**src/sv/zrle_pkg.sv**
```systemverilog
// ----------------------------------------------------------------------------
// zrle_pkg
// Shared constants and controller/datapath interface types for the zero run
// length encoder.
// ----------------------------------------------------------------------------
package zrle_pkg;

   // Default cap on the length of one run
   localparam int MAX_RUN_DEF = 63;

   // Literal runs that carry held zeros are capped at this length
   localparam int MERGED_CAP = 15;

   // Zero runs shorter than this are held back for the next literal header, unless a finish closes them
   localparam int SHORT_ZERO_LIMIT = 8;

   // Header tags
   localparam logic [7:0] ZERO_HDR   = 8'h40;
   localparam logic [7:0] MERGED_HDR = 8'h80;

   // Item function codes
   localparam logic FUNC_DATA   = 1'b0;
   localparam logic FUNC_FINISH = 1'b1;

   // Commands from controller to datapath
   typedef struct packed {
      logic capture;    // latch the accepted item
      logic open;       // open a new run with the latched byte
      logic append;     // extend the open run with the latched byte
      logic hold;       // hold back the open (short) zero run
      logic emit_hdr;   // load the run header into the output register
      logic emit_lit;   // load the next stored literal into the output register
      logic close_run;  // run fully emitted: reopen with latched byte or end block
   } zrle_cmd_type;

   // Status from datapath to controller
   typedef struct packed {
      logic item_finish;  // latched item is a finish
      logic run_active;   // a run is open
      logic must_close;   // latched byte closes the open run
      logic run_is_zero;  // open run is a zero run
      logic short_zero;   // open run is shorter than the hold limit
      logic lit_last;     // current literal is the last of the run
      logic out_free;     // output register can take a byte this cycle
   } zrle_stat_type;

endpackage

```
**src/sv/zrle_ctrl.sv**
```systemverilog
// ----------------------------------------------------------------------------
// zrle_ctrl
// Controller for the zero run length encoder: accepts items, decides what
// each one does to the open run and sequences header and literal output.
// ----------------------------------------------------------------------------
module zrle_ctrl
   import zrle_pkg::*;
(
   input  logic          clock,
   input  logic          reset,
   input  logic          req_valid,
   output logic          req_ready,
   input  zrle_stat_type stat,
   output zrle_cmd_type  cmd
);

   typedef enum logic [1:0] {
      ST_IDLE,
      ST_DECIDE,
      ST_HDR,
      ST_LIT
   } state_type;

   state_type state_ff;
   state_type state_in;
   logic      ready_ff;

   // Next state and commands
   always_comb begin
      state_in = state_ff;
      cmd      = '0;
      unique case (state_ff)
         ST_IDLE: begin
            if (ready_ff && req_valid) begin
               cmd.capture = 1'b1;
               state_in    = ST_DECIDE;
            end
         end
         ST_DECIDE: begin
            priority if (stat.item_finish) begin
               state_in = stat.run_active ? ST_HDR : ST_IDLE;
            end else if (!stat.run_active) begin
               cmd.open = 1'b1;
               state_in = ST_IDLE;
            end else if (!stat.must_close) begin
               cmd.append = 1'b1;
               state_in   = ST_IDLE;
            end else if (stat.run_is_zero && stat.short_zero) begin
               cmd.hold = 1'b1;
               cmd.open = 1'b1;
               state_in = ST_IDLE;
            end else begin
               state_in = ST_HDR;
            end
         end
         ST_HDR: begin
            if (stat.out_free) begin
               cmd.emit_hdr = 1'b1;
               if (stat.run_is_zero) begin
                  cmd.close_run = 1'b1;
                  state_in      = ST_IDLE;
               end else begin
                  state_in = ST_LIT;
               end
            end
         end
         ST_LIT: begin
            if (stat.out_free) begin
               cmd.emit_lit = 1'b1;
               if (stat.lit_last) begin
                  cmd.close_run = 1'b1;
                  state_in      = ST_IDLE;
               end
            end
         end
         default: begin
            state_in = ST_IDLE;
         end
      endcase
   end

   // Hold state and registered ready
   always_ff @(posedge clock) begin
      if (reset) begin
         state_ff <= ST_IDLE;
         ready_ff <= 1'b1;
      end else begin
         state_ff <= state_in;
         ready_ff <= (state_in == ST_IDLE);
      end
   end

   assign req_ready = ready_ff;

endmodule

```
**src/sv/zrle_dp.sv**
```systemverilog
// ----------------------------------------------------------------------------
// zrle_dp
// Datapath for the zero run length encoder: run state, literal buffer,
// header assembly and the output register.
// ----------------------------------------------------------------------------
module zrle_dp
   import zrle_pkg::*;
#(
   parameter int MAX_RUN = MAX_RUN_DEF
)
(
   input  logic          clock,
   input  logic          reset,
   input  logic          req_func,
   input  logic [7:0]    req_data_byte,
   input  zrle_cmd_type  cmd,
   output zrle_stat_type stat,
   output logic          rsp_valid,
   input  logic          rsp_ready,
   output logic [7:0]    rsp_code_byte,
   output logic          rsp_last,
   output logic          rsp_block_end
);

   localparam int LEN_W  = $clog2(MAX_RUN + 1);
   localparam int ADDR_W = $clog2(MAX_RUN);

   // Latched item
   logic             item_func_ff;
   logic [7:0]       item_byte_ff;

   // Run state
   logic             run_active_ff, run_active_in;
   logic             run_is_zero_ff, run_is_zero_in;
   logic [LEN_W-1:0] run_length_ff, run_length_in;
   logic [2:0]       held_zeros_ff, held_zeros_in;

   // Literal buffer and read side
   logic [7:0]       lit_mem [MAX_RUN];
   logic [LEN_W-1:0] lit_idx_ff, lit_idx_in;
   logic [7:0]       rd_data_ff;
   logic             wr_en;
   logic [ADDR_W-1:0] wr_addr;

   // Output register
   logic             out_valid_ff, out_valid_in;
   logic [7:0]       out_code_ff, out_code_in;
   logic             out_last_ff, out_last_in;
   logic             out_end_ff, out_end_in;

   logic             do_open;
   logic             item_zero;
   logic             lit_last;
   logic [7:0]       n_byte;
   logic [7:0]       zero_hdr;
   logic [7:0]       lit_hdr;

   assign item_zero = (item_byte_ff == 8'h00);
   assign do_open   = cmd.open || (cmd.close_run && (item_func_ff == FUNC_DATA));
   assign lit_last  = (LEN_W'(lit_idx_ff + 1'b1) == run_length_ff);

   // Assemble headers
   assign n_byte   = 8'(run_length_ff);
   assign zero_hdr = ZERO_HDR | n_byte;
   assign lit_hdr  = (held_zeros_ff != 3'd0)
                   ? (MERGED_HDR | {1'b0, held_zeros_ff, n_byte[3:0]})
                   : n_byte;

   // Report status
   always_comb begin
      stat.item_finish = (item_func_ff == FUNC_FINISH);
      stat.run_active  = run_active_ff;
      stat.must_close  = (item_zero != run_is_zero_ff)
                       || (run_length_ff >= LEN_W'(MAX_RUN))
                       || ((held_zeros_ff != 3'd0) && (run_length_ff >= LEN_W'(MERGED_CAP)));
      stat.run_is_zero = run_is_zero_ff;
      stat.short_zero  = (run_length_ff < LEN_W'(SHORT_ZERO_LIMIT));
      stat.lit_last    = lit_last;
      stat.out_free    = !out_valid_ff || rsp_ready;
   end

   // Update run state
   always_comb begin
      run_active_in  = run_active_ff;
      run_is_zero_in = run_is_zero_ff;
      run_length_in  = run_length_ff;
      held_zeros_in  = held_zeros_ff;
      if (cmd.hold) begin
         held_zeros_in = run_length_ff[2:0];
      end
      if (cmd.close_run) begin
         held_zeros_in = 3'd0;
         run_active_in = 1'b0;
         run_length_in = '0;
      end
      if (cmd.append) begin
         run_length_in = LEN_W'(run_length_ff + 1'b1);
      end
      if (do_open) begin
         run_active_in  = 1'b1;
         run_is_zero_in = item_zero;
         run_length_in  = LEN_W'(1);
      end
   end

   // Store literals: first byte at entry zero, later bytes at the run length
   assign wr_en   = !item_zero && (do_open || (cmd.append && !run_is_zero_ff));
   assign wr_addr = do_open ? '0 : run_length_ff[ADDR_W-1:0];

   // Advance literal index; rewind when the run is done
   always_comb begin
      lit_idx_in = lit_idx_ff;
      if (cmd.close_run) begin
         lit_idx_in = '0;
      end else if (cmd.emit_lit) begin
         lit_idx_in = LEN_W'(lit_idx_ff + 1'b1);
      end
   end

   // Load or drop the output register
   always_comb begin
      out_valid_in = out_valid_ff && !rsp_ready;
      out_code_in  = out_code_ff;
      out_last_in  = out_last_ff;
      out_end_in   = out_end_ff;
      if (cmd.emit_hdr) begin
         out_valid_in = 1'b1;
         out_code_in  = run_is_zero_ff ? zero_hdr : lit_hdr;
         out_last_in  = run_is_zero_ff;
         out_end_in   = run_is_zero_ff && (item_func_ff == FUNC_FINISH);
      end else if (cmd.emit_lit) begin
         out_valid_in = 1'b1;
         out_code_in  = rd_data_ff;
         out_last_in  = lit_last;
         out_end_in   = lit_last && (item_func_ff == FUNC_FINISH);
      end
   end

   // Control registers
   always_ff @(posedge clock) begin
      if (reset) begin
         run_active_ff  <= 1'b0;
         run_is_zero_ff <= 1'b0;
         run_length_ff  <= '0;
         held_zeros_ff  <= 3'd0;
         lit_idx_ff     <= '0;
         out_valid_ff   <= 1'b0;
      end else begin
         run_active_ff  <= run_active_in;
         run_is_zero_ff <= run_is_zero_in;
         run_length_ff  <= run_length_in;
         held_zeros_ff  <= held_zeros_in;
         lit_idx_ff     <= lit_idx_in;
         out_valid_ff   <= out_valid_in;
      end
   end

   // Payload registers
   always_ff @(posedge clock) begin
      if (cmd.capture) begin
         item_func_ff <= req_func;
         item_byte_ff <= req_data_byte;
      end
      out_code_ff <= out_code_in;
      out_last_ff <= out_last_in;
      out_end_ff  <= out_end_in;
   end

   // Literal buffer: one write port, one registered read port
   always_ff @(posedge clock) begin
      if (wr_en) begin
         lit_mem[wr_addr] <= item_byte_ff;
      end
      rd_data_ff <= lit_mem[lit_idx_in[ADDR_W-1:0]];
   end

   assign rsp_valid     = out_valid_ff;
   assign rsp_code_byte = out_code_ff;
   assign rsp_last      = out_last_ff;
   assign rsp_block_end = out_end_ff;

   // Held zeros only ride on an open literal run within the merged cap
   a_held_on_literal: assert property (@(posedge clock) disable iff (reset)
      (held_zeros_ff != 3'd0) |-> (run_active_ff && !run_is_zero_ff
                                   && (run_length_ff <= LEN_W'(MERGED_CAP))))
      else $error("held zeros outside a literal run");

   // An open run is never empty and never beyond the cap
   a_run_length: assert property (@(posedge clock) disable iff (reset)
      run_active_ff |-> ((run_length_ff != '0) && (run_length_ff <= LEN_W'(MAX_RUN))))
      else $error("open run length out of range");

   // A block end is always the last byte of its item
   a_end_is_last: assert property (@(posedge clock) disable iff (reset)
      (out_valid_ff && out_end_ff) |-> out_last_ff)
      else $error("block end without last");

   // Literal index stays inside the run while literals are emitted
   a_lit_idx: assert property (@(posedge clock) disable iff (reset)
      cmd.emit_lit |-> (lit_idx_ff < run_length_ff))
      else $error("literal index past run end");

endmodule

```
**src/sv/zero_run_length_encoder.sv**
```systemverilog
// Each accepted item is latched and decided on; the header and literals of a
// run it closes then go out one byte per cycle while the receiver takes them,
// and req_ready stays low until the last one is in the single output register.
// Up to 64 code bytes (header plus 63 literals) follow one item.
// Reset clears run and handshake state; the literal buffer is not cleared.
// ----------------------------------------------------------------------------
// zero_run_length_encoder
// Encodes a byte stream as zero runs and literal runs, merging short zero
// runs into the following literal header; a finish item flushes the block.
// ----------------------------------------------------------------------------
module zero_run_length_encoder
   import zrle_pkg::*;
#(
   parameter int MAX_RUN = MAX_RUN_DEF
)
(
   input  logic       clock,
   input  logic       reset,
   input  logic       req_valid,
   output logic       req_ready,
   input  logic       req_func,
   input  logic [7:0] req_data_byte,
   output logic       rsp_valid,
   input  logic       rsp_ready,
   output logic [7:0] rsp_code_byte,
   output logic       rsp_last,
   output logic       rsp_block_end
);

   zrle_cmd_type  cmd;
   zrle_stat_type stat;

   // Sequence items and output
   zrle_ctrl u_ctrl (
      .clock     (clock),
      .reset     (reset),
      .req_valid (req_valid),
      .req_ready (req_ready),
      .stat      (stat),
      .cmd       (cmd)
   );

   // Hold run state, literals and the output register
   zrle_dp #(
      .MAX_RUN (MAX_RUN)
   ) u_dp (
      .clock         (clock),
      .reset         (reset),
      .req_func      (req_func),
      .req_data_byte (req_data_byte),
      .cmd           (cmd),
      .stat          (stat),
      .rsp_valid     (rsp_valid),
      .rsp_ready     (rsp_ready),
      .rsp_code_byte (rsp_code_byte),
      .rsp_last      (rsp_last),
      .rsp_block_end (rsp_block_end)
   );

endmodule

```
**config.mk**
```make
export PLATFORM = sky130hd
export DESIGN_NAME = zero_run_length_encoder
export DESIGN_NICKNAME = d
export VERILOG_FILES = /design/src/sv/zrle_pkg.sv /design/src/sv/zrle_ctrl.sv /design/src/sv/zrle_dp.sv /design/src/sv/zero_run_length_encoder.sv
export SDC_FILE = /design/constraint.sdc
export NUM_CORES = 1
export LEC_CHECK = 0
export ABC_AREA = 1
export BUFFER_PORTS_ARGS = -buffer_cell sky130_fd_sc_hd__buf_2
export CAP_MARGIN = 40
export CORE_UTILIZATION = 68
export DETAILED_ROUTE_END_ITERATION = 7
export GPL_TIMING_DRIVEN = 0
export PLACE_DENSITY = 0.82
export SLEW_MARGIN = 20
export SYNTH_ARGS = -nofsm -noshare
export SYNTH_HDL_FRONTEND = slang
export SYNTH_SLANG_ARGS = --single-unit
```
**constraint.sdc**
```tcl
create_clock -name clock -period 10.2 [get_ports clock]
set_input_delay 1.02 -clock clock [delete_from_list [all_inputs] [get_ports clock]]
set_output_delay 1.02 -clock clock [all_outputs]
set_load 0.005 [all_outputs]
```
==> metrics <==
core area 0.03574 mm²; Fmax 233.7 MHz; CTS Root Cell clkbuf_16; synth warn 0; layout cells sized above 1 12.47%; row count 69; Die W 192.8 µm; final antenna-violating net count 0; cell area after synthesis 0.02476 mm²; CTS buffer count 54; Slew @ Worst Pin 0.9482 ns; global-route wire length before repair 119100 µm; cell area power density 169.0 mW/mm²; status finished, violations left; CTS sink count 552; CTS resizes 0; Worst Path Required 10.44 ns; Fin Setup TNS 0 ns; Wirelength per Cell 27.61 µm; total count of max-transition violations in the final report 0; FFs w/ async S/R, synth 0%; vias per cell 6.589; gpl congestion 1.060; clk_skew 0.03088 ns; number of global-route vias before repair 18740; P&R area growth vs syn 12.69%; drt total wl 83350 µm; worst vdd ir 0.1601 mV; Worst-path clk slew 0.06 ns; GRT overflow 0; Synth Instances 2388; Final setup violation count 0; Antenna diodes 0; Die Ht 192.8 µm; Clock Latency Late Sink 0.63 ns; met1 wire length 27610 µm; WP data arrival 4.51 ns; Initial DRT Pass Iterations 8; crit path capture type flop; leading cell type in the layout, fill and taps excluded edfxtp_1; leakage power 10.98 nW; slew margin rel. 36.79%; EDFF count, synth 523; IO Pins 25; Core Util, Final 78.07%; Initial Utilization 69.27%; number of hold buffers added after CTS 0; port bufs 23; DRC marker count from the first detailed-route iteration 3415; CTS tree yes; largest net degree at the start of global routing 24; H-tree lvl count 2; Remaining DRCs 4; Nets 2533; Yosys reg bits 552; Max-cap violations 0; highest routed layer met4; initial antenna violation count 0; Setup Crit Path Kind flop to flop; DR WL met2 35470 µm; Primary FF master, synth edfxtp_1; HP Class flop to flop; Mapped Nets 2403; final hold vios 0; minimum clock period 4.279 ns; GRT Resource Usage Total 46.28%; register area share after synthesis 65.77%; startpoint types flop; most frequent cells in the layout 523 x edfxtp_1, 409 x nand3_1, 350 x inv_1, 294 x nand2_1, 267 x nor2_1; DP HPWL 58280 µm; Post-Syn Area per Cell 10.37 µm²; failing checks DRC; die area 0.03718 mm²; Setup Buffers After CTS 0; routed via count 19890; RSZ-0062 raised after global routing no; Hold WS 0.4623 ns; Synth cell types 38; post-route clock period utilization 41.95%; Max clock buf depth 3; CP max FO 17; WL met3 13810 µm
-- worst paths after layout --
check	end	start	cells past startpoint	slack [ns]
max	u_dp.lit_mem[30][2]$_DFFE_PP_	u_dp.item_byte_ff[2]$_DFFE_PP_	15	5.92
min	u_dp.held_zeros_ff[2]$_SDFFE_PP0P_	u_dp.held_zeros_ff[2]$_SDFFE_PP0P_	2	0.46
max reg2reg	u_dp.lit_mem[30][2]$_DFFE_PP_	u_dp.item_byte_ff[2]$_DFFE_PP_	15	5.92
min reg2reg	u_dp.held_zeros_ff[2]$_SDFFE_PP0P_	u_dp.held_zeros_ff[2]$_SDFFE_PP0P_	2	0.46
-- cell type report --
cell class	instances	area, µm²
Buffer	149	711.9
Sequential cell	552	16290
Multi-Input combinational cell	1325	6404
Fill cell	2201	7839
Timing Repair Buffer	74	757.0
Clock buffer	62	1403
Inverter	362	1359
Tap cell	461	576.8
Clock inverter	34	406.6
-- where the power goes --
part / leakage, nW / internal [mW] / switching (mW)
Sequential: 4.94 / 2.50 / 0.0141
Combinational: 5.16 / 0.0375 / 0.0912
Clock: 0.874 / 1.21 / 0.867
-- Yosys cell counts, types with 4 or more instances --
library cell    n  area (µm²)
buf_4          13       97.59
buf_2          71       355.3
nand3_2         7       70.07
nor2_1        267        1002
nand3_1       409        2047
a21oi_1        14       70.07
edfxtp_1      523       15710
or2_2          43       269.0
dfxtp_1        29       580.6
nand2_1       294        1104
a31oi_1         4       25.02
inv_2          11       41.29
o21ai_1         6       30.03
clkbuf_1       43       161.4
o21ai_0        57       285.3
buf_1          20       75.07
nor3_1          4       20.02
inv_1         350        1314
nand4_1       191        1195
-- routing by layer --
metal | global-route usage [%] | vias to the layer above
met5 | 0 | -
met4 | 31.37 | 0
met3 | 16.97 | 417
met2 | 65.98 | 1878
met1 | 59.15 | 9151
li1 | - | 8446
-- per-stage QoR --
stage                     total power, mW  std cells  worst slack [ns]  instance area, µm²
after floorplan                     2.603       2388             6.893               24760
after global placement              2.658       2872             4.835               25450
after detailed placement            2.682       2908             5.883               25970
after CTS                           4.685       3004             5.974               27780
after global routing                4.783       3019             5.778               27900
final                               4.716       3019             5.921               27900
-- critical path, cell delays in order (launching register included) --
cell,delay [ns]
edfxtp_1,0.68
buf_8,0.29
nor4_1,0.28
nand2_1,0.15
inv_2,0.14
nand2_1,0.08
a21oi_2,0.17
nand2_2,0.11
nand2_1,0.09
nand2_1,0.05
nand3_1,0.07
nand2_2,0.11
buf_4,0.20
nor3_1,0.21
nand2_1,0.44
nor2_1,0.81
-- cells by family (layout without fill, tap and decap cells) --
| group | Yosys count | in the layout | synth area share (%) |
|---|---|---|---|
| buf+inv | 511 | 681 | 8.363 |
| simple gates | 1234 | 1234 | 23.84 |
| compound gates | 87 | 87 | 1.855 |
| xor+xnor | 2 | 2 | 0.07076 |
| flops | 552 | 552 | 65.77 |
| fa+ha+maj | 2 | 2 | 0.1011 |
-- state kept, by name (all words and copies together), names as in the netlist --
signal               count
u_dp.rsp_code_byte       8
u_dp.rd_data_ff          8
u_dp.rsp_valid           1
u_dp.run_is_zero_ff      1
u_ctrl.state_ff          2
u_dp.rsp_block_end       1
u_dp.item_func_ff        1
u_dp.run_length_ff       6
u_ctrl.req_ready         1
u_dp.run_active_ff       1
u_dp.item_byte_ff        8
u_dp.held_zeros_ff       3
u_dp.lit_mem           504
u_dp.rsp_last            1
u_dp.lit_idx_ff          6
(Power assumes the default switching activity.)
